## config.mk

```make
export PLATFORM = sky130hd
export DESIGN_NAME = sequential_list_engine_unit
export DESIGN_NICKNAME = d
export VERILOG_FILES = /design/src/sle_pkg.sv /design/src/sle_ram.sv /design/src/sle_seq.sv /design/src/sequential_list_engine_unit.sv
export SDC_FILE = /design/constraint.sdc
export NUM_CORES = 2
export LEC_CHECK = 0
export BUFFER_PORTS_ARGS = -buffer_cell sky130_fd_sc_hd__buf_2
export CAP_MARGIN = 5
export CORE_MARGIN = 2
export CORE_UTILIZATION = 63
export CTS_BUF_LIST = sky130_fd_sc_hd__clkbuf_16
export DETAILED_ROUTE_END_ITERATION = 8
export PLACE_DENSITY_LB_ADDON = 0.2
export REMOVE_ABC_BUFFERS = 1
export SYNTH_ARGS = -nofsm -noshare
export SYNTH_HDL_FRONTEND = slang
export SYNTH_SLANG_ARGS = --single-unit
```

## constraint.sdc

```tcl
create_clock -name clk -period 9.1 [get_ports clk]
set_input_delay 2.73 -clock clk [delete_from_list [all_inputs] [get_ports clk]]
set_output_delay 2.73 -clock clk [all_outputs]
set_load 0.05 [all_outputs]
```

## src/sle_pkg.sv

```systemverilog
`timescale 1ns / 1ps

package sle_pkg;

    localparam int CAPACITY = 128;
    localparam int ADDR_W   = $clog2(CAPACITY);
    localparam int CNT_W    = $clog2(CAPACITY + 1);
    localparam int CMP_W    = ((CNT_W > 8) ? CNT_W : 8) + 1;
    localparam int DATA_W   = 32;

    typedef logic [2:0] opcode_t;
    typedef logic [1:0] status_t;

    localparam opcode_t OP_INSERT = 3'd0;
    localparam opcode_t OP_DELETE = 3'd1;
    localparam opcode_t OP_GET    = 3'd2;
    localparam opcode_t OP_LOCATE = 3'd3;
    localparam opcode_t OP_CLEAR  = 3'd4;

    localparam status_t ST_OK    = 2'd0;
    localparam status_t ST_RANGE = 2'd1;
    localparam status_t ST_FULL  = 2'd2;

    typedef struct packed {
        status_t             status;
        logic [DATA_W-1:0]   read_value;
        logic [7:0]          found_position;
        logic [7:0]          count;
        logic                is_empty;
    } res_t;

endpackage

```

## src/sle_ram.sv

```systemverilog
`timescale 1ns / 1ps

module sle_ram #(
    parameter int DEPTH  = 128,
    parameter int WIDTH  = 32,
    parameter int ADDR_W = $clog2(DEPTH)
) (
    input  logic              clk,
    input  logic              we,
    input  logic [ADDR_W-1:0] waddr,
    input  logic [WIDTH-1:0]  wdata,
    input  logic              re,
    input  logic [ADDR_W-1:0] raddr,
    output logic [WIDTH-1:0]  rdata
);

    logic [WIDTH-1:0] mem [DEPTH];

    always_ff @(posedge clk)
    begin
        if (we)
        begin
            mem[waddr] <= wdata;
        end
    end

    always_ff @(posedge clk)
    begin
        if (re)
        begin
            rdata <= mem[raddr];
        end
    end

endmodule

```

## src/sle_seq.sv

```systemverilog
`timescale 1ns / 1ps

module sle_seq
    import sle_pkg::*;
(
    input  logic              clk,
    input  logic              rst_n,
    input  logic              cmd_valid,
    output logic              cmd_ready,
    input  opcode_t           opcode,
    input  logic [7:0]        position,
    input  logic [DATA_W-1:0] item_value,
    input  logic              out_free,
    output logic              res_valid,
    output res_t              res,
    output logic              ram_we,
    output logic [ADDR_W-1:0] ram_waddr,
    output logic [DATA_W-1:0] ram_wdata,
    output logic              ram_re,
    output logic [ADDR_W-1:0] ram_raddr,
    input  logic [DATA_W-1:0] ram_rdata
);

    localparam logic [1:0] S_IDLE   = 2'd0;
    localparam logic [1:0] S_STREAM = 2'd1;
    localparam logic [1:0] S_FINISH = 2'd2;

    logic [1:0]        state_reg, state_next;
    logic [CNT_W-1:0]  count_reg, count_next;
    opcode_t           op_reg, op_next;
    status_t           status_reg, status_next;
    logic [ADDR_W-1:0] k_reg, k_next;
    logic [DATA_W-1:0] val_reg, val_next;
    logic [ADDR_W-1:0] rd_addr_reg, rd_addr_next;
    logic [ADDR_W-1:0] end_reg, end_next;
    logic              up_reg, up_next;
    logic              issue_reg, issue_next;
    logic              pend_reg, pend_next;
    logic [ADDR_W-1:0] prev_reg, prev_next;
    logic [DATA_W-1:0] rd_reg, rd_next;
    logic [7:0]        found_reg, found_next;

    logic [CMP_W-1:0]  pos_c;
    logic [CMP_W-1:0]  cnt_c;
    logic [ADDR_W-1:0] pos_idx;
    logic [ADDR_W-1:0] cnt_m1;
    logic              pos_nz;

    assign pos_c   = CMP_W'(position);
    assign cnt_c   = CMP_W'(count_reg);
    assign pos_idx = ADDR_W'(position - 8'd1);
    assign cnt_m1  = ADDR_W'(count_reg - CNT_W'(1));
    assign pos_nz  = (position != 8'd0);

    assign cmd_ready = (state_reg == S_IDLE);

    always_comb
    begin
        state_next   = state_reg;
        count_next   = count_reg;
        op_next      = op_reg;
        status_next  = status_reg;
        k_next       = k_reg;
        val_next     = val_reg;
        rd_addr_next = rd_addr_reg;
        end_next     = end_reg;
        up_next      = up_reg;
        issue_next   = issue_reg;
        pend_next    = 1'b0;
        prev_next    = prev_reg;
        rd_next      = rd_reg;
        found_next   = found_reg;
        ram_we       = 1'b0;
        ram_waddr    = '0;
        ram_wdata    = '0;
        ram_re       = 1'b0;
        ram_raddr    = rd_addr_reg;
        res_valid    = 1'b0;
        res          = '0;

        unique case (state_reg)
            S_IDLE:
            begin
                if (cmd_valid)
                begin
                    op_next     = opcode;
                    k_next      = pos_idx;
                    val_next    = item_value;
                    status_next = ST_OK;
                    rd_next     = '0;
                    found_next  = '0;
                    issue_next  = 1'b1;
                    state_next  = S_FINISH;
                    case (opcode) inside
                        OP_INSERT:
                        begin
                            if (!pos_nz || pos_c > cnt_c + CMP_W'(1))
                                status_next = ST_RANGE;
                            else if (count_reg == CNT_W'(CAPACITY))
                                status_next = ST_FULL;
                            else if (pos_c != cnt_c + CMP_W'(1))
                            begin
                                // shift tail up, walking down from the last entry
                                rd_addr_next = cnt_m1;
                                end_next     = pos_idx;
                                up_next      = 1'b0;
                                state_next   = S_STREAM;
                            end
                        end
                        OP_DELETE, OP_GET:
                        begin
                            if (!pos_nz || pos_c > cnt_c)
                                status_next = ST_RANGE;
                            else
                            begin
                                rd_addr_next = pos_idx;
                                end_next     = (opcode == OP_GET) ? pos_idx : cnt_m1;
                                up_next      = 1'b1;
                                state_next   = S_STREAM;
                            end
                        end
                        OP_LOCATE:
                        begin
                            if (count_reg != '0)
                            begin
                                rd_addr_next = '0;
                                end_next     = cnt_m1;
                                up_next      = 1'b1;
                                state_next   = S_STREAM;
                            end
                        end
                        default:
                        begin
                        end
                    endcase
                end
            end

            S_STREAM:
            begin
                if (issue_reg)
                begin
                    ram_re    = 1'b1;
                    pend_next = 1'b1;
                    prev_next = rd_addr_reg;
                    if (rd_addr_reg == end_reg)
                        issue_next = 1'b0;
                    else if (up_reg)
                        rd_addr_next = rd_addr_reg + ADDR_W'(1);
                    else
                        rd_addr_next = rd_addr_reg - ADDR_W'(1);
                end

                if (pend_reg)
                begin
                    case (op_reg)
                        OP_INSERT:
                        begin
                            ram_we    = 1'b1;
                            ram_waddr = prev_reg + ADDR_W'(1);
                            ram_wdata = ram_rdata;
                        end
                        OP_DELETE:
                        begin
                            if (prev_reg == k_reg)
                                rd_next = ram_rdata;
                            else
                            begin
                                ram_we    = 1'b1;
                                ram_waddr = prev_reg - ADDR_W'(1);
                                ram_wdata = ram_rdata;
                            end
                        end
                        OP_GET:
                        begin
                            rd_next = ram_rdata;
                        end
                        OP_LOCATE:
                        begin
                            if (ram_rdata == val_reg)
                            begin
                                // first match ends the scan
                                found_next = 8'(prev_reg) + 8'd1;
                                issue_next = 1'b0;
                                pend_next  = 1'b0;
                                state_next = S_FINISH;
                            end
                        end
                        default:
                        begin
                        end
                    endcase
                end

                if (!issue_reg)
                begin
                    pend_next  = 1'b0;
                    state_next = S_FINISH;
                end
            end

            S_FINISH:
            begin
                if (out_free)
                begin
                    if (status_reg == ST_OK)
                    begin
                        case (op_reg)
                            OP_INSERT:
                            begin
                                ram_we     = 1'b1;
                                ram_waddr  = k_reg;
                                ram_wdata  = val_reg;
                                count_next = count_reg + CNT_W'(1);
                            end
                            OP_DELETE: count_next = count_reg - CNT_W'(1);
                            OP_CLEAR:  count_next = '0;
                            default:
                            begin
                            end
                        endcase
                    end
                    res_valid          = 1'b1;
                    res.status         = status_reg;
                    res.read_value     = rd_reg;
                    res.found_position = found_reg;
                    res.count          = 8'(count_next);
                    res.is_empty       = (count_next == '0);
                    state_next         = S_IDLE;
                end
            end

            default:
            begin
                state_next = S_IDLE;
            end
        endcase
    end

    always_ff @(posedge clk or negedge rst_n)
    begin
        if (!rst_n)
        begin
            state_reg <= S_IDLE;
            count_reg <= '0;
            issue_reg <= 1'b0;
            pend_reg  <= 1'b0;
        end
        else
        begin
            state_reg <= state_next;
            count_reg <= count_next;
            issue_reg <= issue_next;
            pend_reg  <= pend_next;
        end
    end

    always_ff @(posedge clk)
    begin
        op_reg      <= op_next;
        status_reg  <= status_next;
        k_reg       <= k_next;
        val_reg     <= val_next;
        rd_addr_reg <= rd_addr_next;
        end_reg     <= end_next;
        up_reg      <= up_next;
        prev_reg    <= prev_next;
        rd_reg      <= rd_next;
        found_reg   <= found_next;
    end

    a_count_bound: assert property (@(posedge clk) disable iff (!rst_n)
        count_reg <= CNT_W'(CAPACITY))
        else $error("entry count above capacity");

    a_idle_no_write: assert property (@(posedge clk) disable iff (!rst_n)
        (state_reg == S_IDLE) |-> !ram_we)
        else $error("RAM write while idle");

    a_idle_no_pend: assert property (@(posedge clk) disable iff (!rst_n)
        (state_reg == S_IDLE) |-> !pend_reg)
        else $error("read data left pending at idle");

    a_full_status: assert property (@(posedge clk) disable iff (!rst_n)
        (res_valid && res.status == ST_FULL) |-> (count_reg == CNT_W'(CAPACITY)))
        else $error("full status with room left");

    a_insert_grows: assert property (@(posedge clk) disable iff (!rst_n)
        (res_valid && op_reg == OP_INSERT && res.status == ST_OK)
        |=> (count_reg == $past(count_reg) + CNT_W'(1)))
        else $error("insert did not grow the list");

endmodule

```

## src/sequential_list_engine_unit.sv

```systemverilog
`timescale 1ns / 1ps

// Ordered list of up to 128 signed words kept in a single-port-read,
// single-port-write RAM. Each item takes one command and gives one result.
// The RAM read port moves or compares one entry per cycle: insert shifts
// from the last entry down to position p (none when appending), delete
// from p to the last, get reads p, locate scans from the first and stops
// at the first match; clear, unused opcodes and rejected commands skip the
// RAM. A result waits in an output register while the next item is taken.
module sequential_list_engine_unit
    import sle_pkg::*;
(
    input  logic                     clk,
    input  logic                     rst_n,
    input  logic                     cmd_valid,
    output logic                     cmd_ready,
    input  logic [2:0]               opcode,
    input  logic [7:0]               position,
    input  logic signed [31:0]       item_value,
    output logic                     rsp_valid,
    input  logic                     rsp_ready,
    output logic [1:0]               status,
    output logic signed [31:0]       read_value,
    output logic [7:0]               found_position,
    output logic [7:0]               count,
    output logic                     is_empty
);

    logic              out_free;
    logic              res_valid;
    res_t              res;
    logic              ram_we;
    logic [ADDR_W-1:0] ram_waddr;
    logic [DATA_W-1:0] ram_wdata;
    logic              ram_re;
    logic [ADDR_W-1:0] ram_raddr;
    logic [DATA_W-1:0] ram_rdata;
    logic              rsp_valid_reg;
    res_t              rsp_reg;

    assign out_free = !rsp_valid_reg || rsp_ready;

    sle_seq u_seq (
        .clk        (clk),
        .rst_n      (rst_n),
        .cmd_valid  (cmd_valid),
        .cmd_ready  (cmd_ready),
        .opcode     (opcode),
        .position   (position),
        .item_value (item_value),
        .out_free   (out_free),
        .res_valid  (res_valid),
        .res        (res),
        .ram_we     (ram_we),
        .ram_waddr  (ram_waddr),
        .ram_wdata  (ram_wdata),
        .ram_re     (ram_re),
        .ram_raddr  (ram_raddr),
        .ram_rdata  (ram_rdata)
    );

    sle_ram #(
        .DEPTH  (CAPACITY),
        .WIDTH  (DATA_W),
        .ADDR_W (ADDR_W)
    ) u_ram (
        .clk   (clk),
        .we    (ram_we),
        .waddr (ram_waddr),
        .wdata (ram_wdata),
        .re    (ram_re),
        .raddr (ram_raddr),
        .rdata (ram_rdata)
    );

    always_ff @(posedge clk or negedge rst_n)
    begin
        if (!rst_n)
            rsp_valid_reg <= 1'b0;
        else if (res_valid)
            rsp_valid_reg <= 1'b1;
        else if (rsp_ready)
            rsp_valid_reg <= 1'b0;
    end

    always_ff @(posedge clk)
    begin
        if (res_valid)
            rsp_reg <= res;
    end

    assign rsp_valid      = rsp_valid_reg;
    assign status         = rsp_reg.status;
    assign read_value     = rsp_reg.read_value;
    assign found_position = rsp_reg.found_position;
    assign count          = rsp_reg.count;
    assign is_empty       = rsp_reg.is_empty;

endmodule
```

==> results.md <==
- Status: completed
- TritonCTS Buffers: 411
- Vias in the first global route: 83933
- Synth area leaders: edfxtp_1, mux4_2, mux2i_1
- Fmax achieved: 150 MHz
- Cell area after layout: 186000 um^2
- Syn Inst Count: 7892
- Final count of pins violating max slew: 0
- Post-CTS setup buffer count: 0
- Setup_tns: 0 ns
- Placed insts: 11325
- Post-Syn Area: 167000 um^2
- Final HPWL DP: 289 mm
- Vias per inst: 7.25
- Initial Utilization: 0.634
- H-tree depth: 5
- Top-area cell type share of the netlist area: 0.772
- Grt total ovfl: 0
- Crit end category: flop
- Startpoint types: input pin
- Tcrit/Tclk final: 0.732
- PwrDens: 254 nW/um^2
- Skew-Pair Late Insertion Delay: 1.01 ns
- DRT Pass-1 Iters: 8
- Routed length per placed instance: 40.0 um
- Largest net degree at the start of global routing: 129
- Synth area leader: edfxtp_1
- IO Pins: 100
- CTS tree: yes
- Most frequent cell after synthesis: edfxtp_1
- Register area: 129000 um^2
- Final net count: 8303
- Synth-to-Final Area Change: 11.8%
- Setup crit end: u_ram.mem[74][15]
- Crit Reg-Reg Startpoint: u_seq.state_reg[0]
- Post-synth top cells: edfxtp_1, mux4_2, nor2_1
- Core area: 263000 um^2
- Ys flop type: edfxtp_1
- Crit path kind: in2reg
- Post-DP Area: 173000 um^2
- Clock Skews: 0.0902 ns
- Largest Register: u_ram.mem
- DRT iter0 DRCs: 15391
- Fin util: 0.709
- # Max-Cap Violations: 0
- # clock sinks: 4298
- Die span in x: 518 um
- CP required: 9.71 ns
- Post-synth cell types: 82
- Hold WS: 0.553 ns
- RSZ-0062 raised after global routing: false
- Die height: 518 um
- First-pass GRT wire length: 667 mm
- Gates resized, CTS repair: 0
- Antenna viol nets, final: 0
- Slew Limit Headroom: 0.0702
- R2R depth: 13
- Max FFs per register: 4096
- Post-synth EDFFs: 4285
- Tmin final: 6.67 ns
- Via count: 87621
- #FFs+latches synth: 4298
- Clock root buffer: clkbuf_16
- Post-CTS Hold Buffers: 0
- Worst-path clk slew: 0.06 ns
- YS warnings: 0
- Die area: 269000 um^2
- Ys async rst share: 0.00302
- Final hold violations: 0
- Worst slew pin tran: 1.39 ns
- Min-Delay Path Class: reg2reg
- Critical path data arrival time: 7.28 ns
- Syn Area/Cell: 21.1 um^2
- Port bufs: 99
- P_leak: 53.1 nW
- RR Endpoint: u_ram.mem[119][17]
- Rows: 188
- Multi-input combinational cell area: 36600 um^2
- Number of remaining DRC errors: 0
- GPL Wtd Cong: 0.959
- R2R Setup Slk: 3.27 ns
- Clock Path Buffers: 4
- Post-Layout Cell Count: 12092
- Fillcell total: 15262
- Peak VDD IR: 0.287 mV
- GRT Util Overall: 0.360
- Overall routed net length: 484 mm
- Crit path max fanout: 46
- Initial antenna violation count: 41
- Final Setup Violations: 0
- Post-synthesis sequential area ratio: 0.774
- Critical Path Source: rsp_ready
- Share of layout cells above drive strength 1: 0.251
## area by class of cell
| type | count | share of cell area |
|---|---|---|
| Antenna cell | 9 | 0.000121 |
| Clock buffer | 416 | 0.0558 |
| Clock inverter | 340 | 0.0160 |
| Inverter | 36 | 0.000819 |
| Multi-Input combinational cell | 3116 | 0.196 |
| Sequential cell | 4298 | 0.692 |
| Tap cell | 3515 | 0.0236 |
| Timing Repair Buffer | 362 | 0.0153 |
## power breakdown
part | switching (mW) | internal [mW]
clock | 7.42 | 9.57
sequential | 0.313 | 22.1
combinational | 5.56 | 2.43
total | 13.3 | 34.1
## metrics by stage
stage | power, mW | setup WS, ns
2_1_floorplan | 30.0 | -38.82
3_3_place_gp | 30.4 | 1.65
3_5_place_dp | 30.5 | 1.61
4_1_cts | 47.2 | 2.61
5_1_grt | 48.3 | 2.41
6_report | 47.4 | 2.43
## critical path, stage by stage
cell	delay [ns]
buf_2	0.08
nand2b_2	0.15
buf_4	0.48
and4bb_2	0.76
nand2_1	0.15
o221ai_2	0.22
and3_1	0.39
nand3_1	0.90
nor2_4	0.94
buf_4	0.41
## how the worst min path moves through the flow
| stage | startpoint | to | slack, ns | cells past startpoint |
|---|---|---|---|---|
| 5_1_grt | u_seq.rd_reg[14] | read_value[14] | 0.57 | 1 |
| 3_3_place_gp | u_seq.state_reg[1] | u_seq.state_reg[1] | 0.52 | 1 |
| 6_report | u_seq.issue_reg | u_seq.issue_reg | 0.55 | 1 |
| 4_1_cts | u_seq.issue_reg | u_seq.issue_reg | 0.54 | 1 |
| 3_5_place_dp | u_seq.issue_reg | u_seq.issue_reg | 0.53 | 1 |
| 2_1_floorplan | u_seq.issue_reg | u_seq.issue_reg | 0.49 | 1 |
## routing by layer
metal  share of wire  GRT usage
met1            0.35      0.504
met5         0.00041          0
met4           0.063      0.181
met2            0.45      0.520
met3            0.14      0.113
## logic make-up (layout without fill, tap and decap cells)
| family | count (synthesis) | in the layout | synth area share |
|---|---|---|---|
| flip-flops | 4298 | 4298 | 0.774 |
| multiplexers | 1263 | 1263 | 0.149 |
| AND/OR/NAND/NOR | 1070 | 1070 | 0.0286 |
| AO/OA/AOI/OAI | 675 | 675 | 0.0278 |
| buffers and inverters | 478 | 1154 | 0.0143 |
| XOR/XNOR | 77 | 77 | 0.00405 |
| adder cells (fa/ha/maj) | 31 | 31 | 0.00237 |
| other | 0 | 9 | 0 |
## cells in the final DEF (no fill, tap or decap), types with 11 or more instances in the layout
| cell | count |
|---|---|
| a211oi_1 | 14 |
| a21o_1 | 16 |
| a21oi_1 | 96 |
| a221oi_1 | 36 |
| a22oi_1 | 50 |
| a31oi_1 | 71 |
| and2_1 | 43 |
| and3_1 | 53 |
| buf_12 | 31 |
| buf_2 | 100 |
| buf_4 | 231 |
| bufinv_16 | 44 |
| clkbuf_16 | 416 |
| clkinv_1 | 103 |
| clkinv_16 | 11 |
| clkinv_2 | 69 |
| dfrtp_1 | 13 |
| edfxtp_1 | 4285 |
| ha_1 | 28 |
| inv_1 | 121 |
| mux2_2 | 37 |
| mux2i_1 | 254 |
| mux4_2 | 972 |
| nand2_1 | 253 |
| nand3_1 | 51 |
| nand4_1 | 22 |
| nor2_1 | 348 |
| nor2_4 | 136 |
| nor2b_1 | 13 |
| nor3_1 | 40 |
| nor3_2 | 22 |
| nor4_1 | 11 |
| o21ai_0 | 94 |
| o221ai_1 | 64 |
| o22ai_1 | 129 |
| xnor2_1 | 31 |
| xor2_1 | 46 |
(Power assumes the default switching activity.)
